**config.mk**
```make
export PLATFORM = sky130hd
export DESIGN_NAME = variable_record_ring_allocator
export DESIGN_NICKNAME = d
export VERILOG_FILES = /design/src/rtl/vrra_pkg.sv /design/src/rtl/vrra_core.sv /design/src/rtl/variable_record_ring_allocator.sv
export SDC_FILE = /design/constraint.sdc
export NUM_CORES = 1
export LEC_CHECK = 0
export BUFFER_PORTS_ARGS = -buffer_cell sky130_fd_sc_hd__buf_2
export CAP_MARGIN = 20
export CORE_AREA = 2 2 224 226
export CTS_BUF_LIST = sky130_fd_sc_hd__clkbuf_8
export CTS_CLUSTER_DIAMETER = 200
export CTS_CLUSTER_SIZE = 25
export DETAILED_ROUTE_END_ITERATION = 7
export DIE_AREA = 0 0 226 228
export HOLD_SLACK_MARGIN = 0.1
export REMOVE_ABC_BUFFERS = 1
export SKIP_CTS_REPAIR_TIMING = 1
export SYNTH_ARGS = -nofsm -noshare
export SYNTH_HDL_FRONTEND = slang
export SYNTH_SLANG_ARGS = --single-unit
export TNS_END_PERCENT = 30
```
**constraint.sdc**
```tcl
create_clock -name clk -period 10.25 [get_ports clk]
set_clock_uncertainty 0.05 [all_clocks]
set_input_delay 1.5375 -clock clk [delete_from_list [all_inputs] [get_ports clk]]
set_output_delay 1.5375 -clock clk [all_outputs]
set_load 0.01 [all_outputs]
```
**src/rtl/vrra_pkg.sv**
```systemverilog
`timescale 1ns / 1ps

package vrra_pkg;

    localparam int unsigned MAX_BUFFER_BYTES = 65536;
    localparam int unsigned HEADER_BYTES     = 5;
    localparam int unsigned PTR_W            = 17;
    localparam int unsigned OFS_W            = 16;

    localparam logic [PTR_W-1:0] MAX_BYTES_P = PTR_W'(MAX_BUFFER_BYTES);
    localparam logic [PTR_W-1:0] HEADER_P    = PTR_W'(HEADER_BYTES);
    localparam logic [PTR_W-1:0] MIN_BYTES_P = PTR_W'(HEADER_BYTES + 1);

    typedef logic [PTR_W-1:0] ptr_t;
    typedef logic [OFS_W-1:0] ofs_t;

    typedef enum logic [1:0] {
        CMD_ALLOC   = 2'd0,
        CMD_PEEK    = 2'd1,
        CMD_CONSUME = 2'd2,
        CMD_NOP     = 2'd3
    } cmd_t;

    typedef enum logic [1:0] {
        ST_OK       = 2'd0,
        ST_NO_SPACE = 2'd1,
        ST_EMPTY    = 2'd2
    } status_t;

    typedef struct packed {
        ptr_t wp;
        ptr_t rp;
        logic wrapped;
        logic mark_vld;
        ptr_t mark_pos;
    } ring_state_t;

    typedef struct packed {
        status_t status;
        ofs_t    offset;
        logic    mark_placed;
        ofs_t    mark_offset;
        ptr_t    mark_length;
    } result_t;

endpackage

```
**src/rtl/vrra_core.sv**
```systemverilog
`timescale 1ns / 1ps

module vrra_core
(
    input  vrra_pkg::ring_state_t cur,
    input  vrra_pkg::ptr_t        buf_bytes,
    input  vrra_pkg::cmd_t        cmd,
    input  vrra_pkg::ptr_t        size,
    output vrra_pkg::ring_state_t nxt,
    output vrra_pkg::result_t     res
);

    // A position is in the short tail when at most a header fits between it and the end.
    function automatic logic in_short_tail(input vrra_pkg::ptr_t pos, input vrra_pkg::ptr_t bs);
        vrra_pkg::ptr_t left;
        begin
            left = bs - pos;
            in_short_tail = (pos >= bs) || (left <= vrra_pkg::HEADER_P);
        end
    endfunction

    // Allocate path
    logic           wrap_w;
    vrra_pkg::ptr_t w_a;
    logic           wrapped_a;
    vrra_pkg::ptr_t tail_left;
    logic           full_a;
    logic           fit_tail;
    logic           fit_head;
    logic           fit_gap;
    logic           placed;
    logic           put_marker;
    vrra_pkg::ptr_t pos;
    vrra_pkg::ptr_t gap;

    // Reader path
    logic           empty0;
    logic           skip;
    logic           empty_r;
    vrra_pkg::ptr_t r_s;
    logic           wrapped_s;
    logic           mark_vld_s;
    vrra_pkg::ptr_t limit;
    vrra_pkg::ptr_t room;
    vrra_pkg::ptr_t r_adv;

    always_comb
    begin
        wrap_w    = !cur.wrapped && in_short_tail(cur.wp, buf_bytes);
        w_a       = wrap_w ? '0 : cur.wp;
        wrapped_a = cur.wrapped || wrap_w;
        full_a    = wrapped_a && (w_a == cur.rp);
        tail_left = buf_bytes - w_a;
        gap       = cur.rp - w_a;
        fit_tail  = tail_left >= size;
        fit_head  = cur.rp >= size;
        fit_gap   = gap >= size;
        put_marker = 1'b0;
        placed     = 1'b0;
        pos        = w_a;
        if (!full_a)
        begin
            if (w_a >= cur.rp)
            begin
                if (fit_tail)
                begin
                    placed = 1'b1;
                end
                else if (fit_head)
                begin
                    placed     = 1'b1;
                    put_marker = 1'b1;
                    pos        = '0;
                end
            end
            else if (fit_gap)
            begin
                placed = 1'b1;
            end
        end
    end

    // A reader wrap lands on offset zero, which never sits in a short tail
    // (capacity exceeds the header), so at most one skip can happen.
    always_comb
    begin
        empty0     = !cur.wrapped && (cur.rp == cur.wp);
        skip       = !empty0 && (in_short_tail(cur.rp, buf_bytes) ||
                     (cur.mark_vld && (cur.rp == cur.mark_pos)));
        r_s        = skip ? '0 : cur.rp;
        wrapped_s  = skip ? 1'b0 : cur.wrapped;
        mark_vld_s = skip ? 1'b0 : cur.mark_vld;
        empty_r    = skip ? (cur.wp == '0) : empty0;
        if (!wrapped_s)
        begin
            limit = cur.wp;
        end
        else if (mark_vld_s)
        begin
            limit = cur.mark_pos;
        end
        else
        begin
            limit = buf_bytes;
        end
        room = limit - r_s;
        if (r_s < limit)
        begin
            r_adv = (room >= size) ? (r_s + size) : limit;
        end
        else
        begin
            r_adv = r_s;
        end
    end

    always_comb
    begin
        nxt = cur;
        res.status      = vrra_pkg::ST_OK;
        res.offset      = cur.rp[vrra_pkg::OFS_W-1:0];
        res.mark_placed = 1'b0;
        res.mark_offset = '0;
        res.mark_length = '0;
        case (cmd)
            vrra_pkg::CMD_ALLOC:
            begin
                nxt.wp      = w_a;
                nxt.wrapped = wrapped_a;
                res.offset  = '0;
                if (placed)
                begin
                    nxt.wp     = pos + size;
                    res.offset = pos[vrra_pkg::OFS_W-1:0];
                end
                else
                begin
                    res.status = vrra_pkg::ST_NO_SPACE;
                end
                if (put_marker)
                begin
                    nxt.mark_vld    = 1'b1;
                    nxt.mark_pos    = w_a;
                    nxt.wrapped     = 1'b1;
                    res.mark_placed = 1'b1;
                    res.mark_offset = w_a[vrra_pkg::OFS_W-1:0];
                    res.mark_length = tail_left;
                end
            end
            vrra_pkg::CMD_PEEK:
            begin
                nxt.rp       = r_s;
                nxt.wrapped  = wrapped_s;
                nxt.mark_vld = mark_vld_s;
                res.status   = empty_r ? vrra_pkg::ST_EMPTY : vrra_pkg::ST_OK;
                res.offset   = r_s[vrra_pkg::OFS_W-1:0];
            end
            vrra_pkg::CMD_CONSUME:
            begin
                nxt.wrapped  = wrapped_s;
                nxt.mark_vld = mark_vld_s;
                if (empty_r)
                begin
                    nxt.rp     = r_s;
                    res.status = vrra_pkg::ST_EMPTY;
                    res.offset = r_s[vrra_pkg::OFS_W-1:0];
                end
                else
                begin
                    nxt.rp     = r_adv;
                    res.offset = r_adv[vrra_pkg::OFS_W-1:0];
                end
            end
            default:
            begin
                nxt = cur;
            end
        endcase
    end

endmodule

```
**src/rtl/variable_record_ring_allocator.sv**
```systemverilog
`timescale 1ns / 1ps

// Channel   Signals                                            Direction
// in        in_valid, in_ready, command, rec_bytes             to block
// out       out_valid, out_ready, status, offset, marker_*     from block
// cfg       cfg_valid, cfg_ready, cfg_data (buffer_size)       to block
//
// A command is registered on acceptance and its result goes to the output
// register; one command is taken per cycle unless the output stalls. The
// pointer registers update at the edge that loads the result, so the
// following command sees them. Reset is asynchronous and clears all pointers
// and sets the capacity to its maximum. A stalled output holds the command
// stage; the input is taken again as soon as it drains.

module variable_record_ring_allocator
(
    input  logic                         clk,
    input  logic                         rst_n,
    input  logic                         in_valid,
    output logic                         in_ready,
    input  logic [1:0]                   command,
    input  logic [vrra_pkg::PTR_W-1:0]   rec_bytes,
    output logic                         out_valid,
    input  logic                         out_ready,
    output logic [1:0]                   status,
    output logic [vrra_pkg::OFS_W-1:0]   offset,
    output logic                         marker_placed,
    output logic [vrra_pkg::OFS_W-1:0]   marker_offset,
    output logic [vrra_pkg::PTR_W-1:0]   marker_length,
    input  logic                         cfg_valid,
    output logic                         cfg_ready,
    input  logic [vrra_pkg::PTR_W-1:0]   cfg_data
);

    logic                  in_valid_reg;
    vrra_pkg::cmd_t        cmd_reg;
    vrra_pkg::ptr_t        size_reg;
    logic                  out_valid_reg;
    vrra_pkg::result_t     res_reg;
    vrra_pkg::result_t     res_next;
    vrra_pkg::ring_state_t state_reg;
    vrra_pkg::ring_state_t state_next;
    vrra_pkg::ptr_t        bs_reg;
    vrra_pkg::ptr_t        bs_sat;
    logic                  advance;
    logic                  cfg_write;

    assign advance   = in_valid_reg && (!out_valid_reg || out_ready);
    assign in_ready  = !in_valid_reg || advance;
    assign cfg_ready = 1'b1;
    assign cfg_write = cfg_valid && cfg_ready;

    always_comb
    begin
        if (cfg_data < vrra_pkg::MIN_BYTES_P)
        begin
            bs_sat = vrra_pkg::MIN_BYTES_P;
        end
        else if (cfg_data > vrra_pkg::MAX_BYTES_P)
        begin
            bs_sat = vrra_pkg::MAX_BYTES_P;
        end
        else
        begin
            bs_sat = cfg_data;
        end
    end

    vrra_core u_core
    (
        .cur       (state_reg),
        .buf_bytes (bs_reg),
        .cmd       (cmd_reg),
        .size      (size_reg),
        .nxt       (state_next),
        .res       (res_next)
    );

    always_ff @(posedge clk or negedge rst_n)
    begin
        if (!rst_n)
        begin
            in_valid_reg  <= 1'b0;
            out_valid_reg <= 1'b0;
            state_reg     <= '0;
            bs_reg        <= vrra_pkg::MAX_BYTES_P;
        end
        else
        begin
            if (in_ready)
            begin
                in_valid_reg <= in_valid;
            end
            if (advance)
            begin
                out_valid_reg <= 1'b1;
            end
            else if (out_ready)
            begin
                out_valid_reg <= 1'b0;
            end
            if (cfg_write)
            begin
                bs_reg    <= bs_sat;
                state_reg <= '0;
            end
            else if (advance)
            begin
                state_reg <= state_next;
            end
        end
    end

    always_ff @(posedge clk)
    begin
        if (in_valid && in_ready)
        begin
            cmd_reg  <= vrra_pkg::cmd_t'(command);
            size_reg <= rec_bytes;
        end
        if (advance)
        begin
            res_reg <= res_next;
        end
    end

    assign out_valid     = out_valid_reg;
    assign status        = res_reg.status;
    assign offset        = res_reg.offset;
    assign marker_placed = res_reg.mark_placed;
    assign marker_offset = res_reg.mark_offset;
    assign marker_length = res_reg.mark_length;

endmodule
```
Word-level counts from Yosys, hierarchy flattened
Index checks and enable logic that the tools add are counted.
Widths: inputs -> output; s select.

word-level totals
  register bits = 143
  output and inout port bits = 55

operators by class
  equality and inequality tests = 6
  mux-type cells = 40
  reductions and logical operators = 32
  magnitude comparators = 12
  $add $sub $neg = 7

operators by type and width
  cell                  count
  $mux 17               16
  $ge 17x17->1          7
  $mux 53               2
  $sub 17x17->17        5
  $pmux 18 s3           1
  $eq 17x17->1          3
  $add 17x17->17        2
  $le 17x3->1 const B   2
  $mux 34               1
  $pmux 17 s2           1
  $mux 16               2
  $mux 19               1
  $gt 17x17->1 const B  1
  $logic_not 17->1      1
  $lt 17x17->1          1
  $lt 17x3->1 const B   1
  $mux 1                14
  $reduce_and 2->1      4
  $reduce_bool 2->1     4
  $logic_and 1x1->1     7
  $logic_or 1x1->1      6
  $reduce_and 3->1      2
  $reduce_bool 3->1     2
  $logic_not 1->1       4
  other kinds (7)       7

Longest topological paths before layout
  depth after elaboration = 16
  depth in mapped cells = 51
  depth with buffers taken out = 48

Hierarchy
Synthesis repeated with hierarchy kept, for this count alone.

unflattened totals
  cell total of the unflattened synthesis = 1856
  area, all modules = 15592.5 µm²

modules (own cells, without submodules)
  module                          cells each  instances  area each (µm²)
  vrra_core                       1453        1          10336.2
  variable_record_ring_allocator  403         1          5256.3

Worst setup path after synthesis
OpenSTA, ideal clock, no wires.

  path kind = register to register
  start = register state_reg[39] (netlist bit)
  end = register state_reg[52] (netlist bit)
  buffers on the path = 3
  slack = 1142 ps
  arrival = 8921 ps
  cell stages (with the launch flop) = 50
  required time = 10063 ps
  cell sequence = dfrtp_1 clkbuf_1 inv_1 ha_1 o211a_1 o21ai_2 a211o_1 a31oi_2 mux2i_1 a211o_1 o21bai_2 nand2_1 and2_1 ha_1 inv_1 fa_1 a21o_1 a21oi_1 [14 not listed] o41a_4 buf_2 clkbuf_1 and3_1 ha_1 inv_1 fa_1 nor2b_1 o21ai_0 a21boi_0 o21ai_0 a21boi_0 nand2_1 a31oi_1 o41ai_1 xnor2_1 a21oi_1 o32ai_1

between the ends
  cells in the longest elaborated chain, start to end = 15

RTL lines
  element                         line                                   text
  start, declared                 variable_record_ring_allocator.sv:41   vrra_pkg::ring_state_t state_reg;
  start signal, assigned          variable_record_ring_allocator.sv:109  state_reg <= state_next;
  $sub 17x17->17                  vrra_core.sv:17                        left = bs - pos;
  $le 17x3->1                     vrra_core.sv:18                        in_short_tail = (pos >= bs) || (left <= vrra_pkg::HEADER_P);
  $logic_or 1x1->1 (*)            vrra_core.sv:18
  $logic_and 1x1->1 (*)           vrra_core.sv:49                        wrap_w = !cur.wrapped && in_short_tail(cur.wp, buf_bytes);
  $mux 17 (*)                     vrra_core.sv:50                        w_a = wrap_w ? '0 : cur.wp;
  named net u_core.w_a[0]         vrra_core.sv:24                        vrra_pkg::ptr_t w_a;
  $sub 17x17->17 (*)              vrra_core.sv:53                        tail_left = buf_bytes - w_a;
  named net u_core.tail_left[14]  vrra_core.sv:26                        vrra_pkg::ptr_t tail_left;
  $ge 17x17->1 (*)                vrra_core.sv:55                        fit_tail = tail_left >= size;
  $mux 17                         vrra_core.sv:65                        if (fit_tail)
  $mux 17                         vrra_core.sv:63                        if (w_a >= cur.rp)
  $mux 17                         vrra_core.sv:61                        if (!full_a)
  $add 17x17->17                  vrra_core.sv:133                       nxt.wp = pos + size;
  $mux 17 (*)                     vrra_core.sv:131                       if (placed)
  $mux 17 (*)                     vrra_core.sv:125                       case (cmd)
  $mux 53 (*)                     variable_record_ring_allocator.sv:107  else if (advance)
  $mux 53 (*)                     variable_record_ring_allocator.sv:102  if (cfg_write)

The timed path passes the listed nets; every way through them passes the cells marked *. The select of a mux whose other input is x is not followed.
A chain may end at the register's enable or synchronous reset.

Final worst setup path
  start = register state_reg[36] (netlist bit)
  end = register state_reg[52] (netlist bit)

between the ends
  cells in the longest elaborated chain, start to end = 15

RTL lines
  element                         line
  $sub 17x17->17                  vrra_core.sv:17
  $le 17x3->1                     vrra_core.sv:18
  $logic_or 1x1->1                vrra_core.sv:18
  $logic_and 1x1->1               vrra_core.sv:49
  $mux 17 (*)                     vrra_core.sv:50
  named net u_core.w_a[0]         vrra_core.sv:24
  $sub 17x17->17 (*)              vrra_core.sv:53
  named net u_core.tail_left[16]  vrra_core.sv:26
  $ge 17x17->1 (*)                vrra_core.sv:55
  $mux 17                         vrra_core.sv:65
  $mux 17                         vrra_core.sv:63
  $mux 17                         vrra_core.sv:61
  $add 17x17->17                  vrra_core.sv:133
  $mux 17 (*)                     vrra_core.sv:131
  $mux 17 (*)                     vrra_core.sv:125
  $mux 53 (*)                     variable_record_ring_allocator.sv:107
  $mux 53 (*)                     variable_record_ring_allocator.sv:102

Marks and branches as above.

==> summary.md <==
| Metric | Value |
|---|---|
| Highest routed layer | `met5` |
| Startpoint types | `flop` |
| Fraction of layout cells with a size suffix above 1 | `14.4%` |
| Crit path largest cell delay | `0.41 ns` |
| Via count | `14084` |
| Cell count after synthesis | `1694` |
| GRT overflow | `0` |
| Post-route insts no fill | `2482` |
| Final WS setup | `0.574 ns` |
| Fin nets | `2035` |
| DRT Pass-1 Iters | `6` |
| I/O pin cnt | `96` |
| DIE AREA | `51500 um^2` |
| Worst hold path cell count | `1` |
| Synth cell count leaders | `ha_1 (190), inv_1 (133), a21oi_1 (112), nand2_1 (112), nor2_1 (106)` |
| Power Dens Cells | `145 nW/um^2` |
| Distinct cells, synth | `102` |
| Fin. Hold Viols | `0` |
| F_max | `103 MHz` |
| Initial DRC count | `1577` |
| Worst hold-check path type | `flop to flop` |
| Metal-1 WL | `25200 um` |
| Critical path type | `flop to flop` |
| Synth top area share | `16.2%` |
| Synth top area cells | `ha_1 (16%), edfxtp_1 (15%), dfrtp_1 (12%), a21oi_1 (3.8%), xnor2_1 (3.6%)` |
| H-tree depth | `4` |
| Buffers added on ports | `94` |
| Clock sinks | `143` |
| GRT Total Usage | `22.9%` |
| Min Hold Slack | `0.454 ns` |
| Bufs and invs on worst path | `2` |
| Vias/cell | `5.67` |
| CTS tree | `built` |
| Core box area | `49300 um^2` |
| GPL Wtd Cong | `1.01` |
| # DRC | `0` |
| Critical Path RT | `10.65 ns` |
| Final ANT Viol Nets | `0` |
| Fin crit period | `9.68 ns` |
| First-pass GRT wire length | `87000 um` |
| Cells on worst reg2reg path | `45` |
| CTS buffer count | `17` |
| Initial core utilization | `29.7%` |
| Max Cap Viol | `0` |
| Area Growth Syn to Fin | `13.2%` |
| Vias in the first global route | `13650` |
| Worst-path clk slew | `0.10 ns` |
| Pleak | `7.45 nW` |
| Cell family with most CP delay | `compound AO/OA/AOI/OAI gates` |
| CP Max Fanout | `12` |
| Post-synth ARST share | `50.3%` |
| Slew Limit Fails | `0` |
| Slowest CP cell | `dfrtp_1` |
| Initial antenna violation count | `0` |
| R2R Path End | `state_reg[52]` |
| Syn Area/Cell | `8.64 um^2` |
| Max-slew headroom | `27.2%` |
| R2R Path Start | `state_reg[36]` |
| Root buf cell | `clkbuf_8` |
| Wire length on met2 | `26300 um` |
| Synthesized area | `14600 um^2` |
| Clock Latency Late Sink | `0.57 ns` |
| N_diodes | `0` |
| Die Wd | `226 um` |
| WL/cell | `24.0 um` |
| Largest net degree at the start of global routing | `67` |
| Dpl ws | `0.260 ns` |
| Placed cell count | `2446` |
| Die Y | `228 um` |
| CP endpoint kind | `flop` |
| Final Cell Area | `16600 um^2` |
| Post-layout util | `33.6%` |
| Routed wl met3 | `4920 um` |
| Worst reg2reg setup slack | `0.57 ns` |
| Hold Startpoint | `in_valid_reg` |
| Final period util | `94.4%` |
| Fill cells | `5200` |
| Critical Path AT | `10.08 ns` |
| Setup violators final | `0` |
| Status | `finished clean` |
| Dpl hpwl | `47100 um` |
| Final WL | `59600 um` |
| Top-count cell post-synth | `ha_1` |
| Crit-path most repeated cell | `ha_1` |
| Worst-margin pin slew | `1.09 ns` |
| Sequential-to-total area share from yosys stat | `26.9%` |
| Hold endpoint | `out_valid` |
| EDFF count, synth | `71` |
| Synth Warn # | `0` |
| Leading area contributor after synthesis | `ha_1` |
| Largest register FFs | `53` |
| Setup_tns | `0 ns` |
| Post-synth top flop | `edfxtp_1` |
| Max VDD drop | `0.0000721 V` |
| Seq cells post-synth | `143` |
| FP Rows | `82` |
| Tot Pwr | `2.41 mW` |
| DP Area | `16100 um^2` |
| Max Buffers Root-to-Sink | `2` |
how the worst max path moves through the flow:
stage	startpoint	end	slack (ns)	cells after the start
2_1_floorplan	state_reg[36]	state_reg[52]	0.68	46
3_3_place_gp	bs_reg[1]	state_reg[52]	0.42	44
3_5_place_dp	bs_reg[1]	state_reg[52]	0.26	43
4_1_cts	bs_reg[1]	state_reg[52]	0.16	43
5_1_grt	state_reg[36]	state_reg[51]	-0.01	45
6_report	state_reg[36]	state_reg[52]	0.57	45
where the power goes:
part | internal (mW) | total [mW] | switching, mW | leakage (nW)
Clock | 0.224 | 0.511 | 0.287 | 0.196
Sequential | 0.637 | 0.662 | 0.0248 | 1.68
Combinational | 0.455 | 1.24 | 0.782 | 5.58
logic make-up (layout without fill, tap and decap cells):
family / after synthesis / after routing / share of synthesized area [%]
adders and majority gates: 197 / 197 / 17.2
muxes: 40 / 40 / 2.79
DFF: 143 / 143 / 26.9
and+or+nand+nor: 511 / 511 / 18.0
AOI/OAI and AO/OA: 488 / 489 / 23.0
xor gates and xnor gates: 103 / 103 / 6.25
buffers and inverters: 211 / 326 / 5.90
other: 1 / 1 / 0.0256
final cells by class:
type	instances	area [um^2]	share of cell area, %
Tap cell	672	841	5.07
Clock inverter	15	176	1.06
Sequential cell	143	3940	23.8
Timing Repair Buffer	156	938	5.66
Inverter	138	518	3.13
Clock buffer	17	234	1.41
Multi-Input combinational cell	1341	9930	59.9
cells in the final DEF (no fill, tap or decap), drive strengths merged, types with 18 or more instances in the layout:
cell | synthesis | layout
o21a | 18 | 18
xnor2 | 61 | 61
a21oi | 114 | 114
nand3 | 67 | 67
o211ai | 45 | 45
nor3 | 34 | 34
inv | 138 | 146
and3 | 24 | 24
o21ai | 98 | 98
dfrtp | 71 | 71
xor2 | 41 | 41
nand2b | 18 | 18
nand4 | 31 | 31
nand2 | 112 | 112
mux2i | 34 | 34
a21o | 38 | 38
ha | 190 | 190
nor2 | 106 | 106
nor2b | 28 | 28
and2 | 34 | 34
buf | 37 | 156
nor4 | 18 | 18
edfxtp | 71 | 71
a211oi | 18 | 18
metal layers:
layer  vias up  track usage, %
met1      6817            30.1
met2       680            35.4
li1       6453               -
met5         -               0
met4         2            11.6
met3       132            5.01
Power figures use the tool's default switching activity.
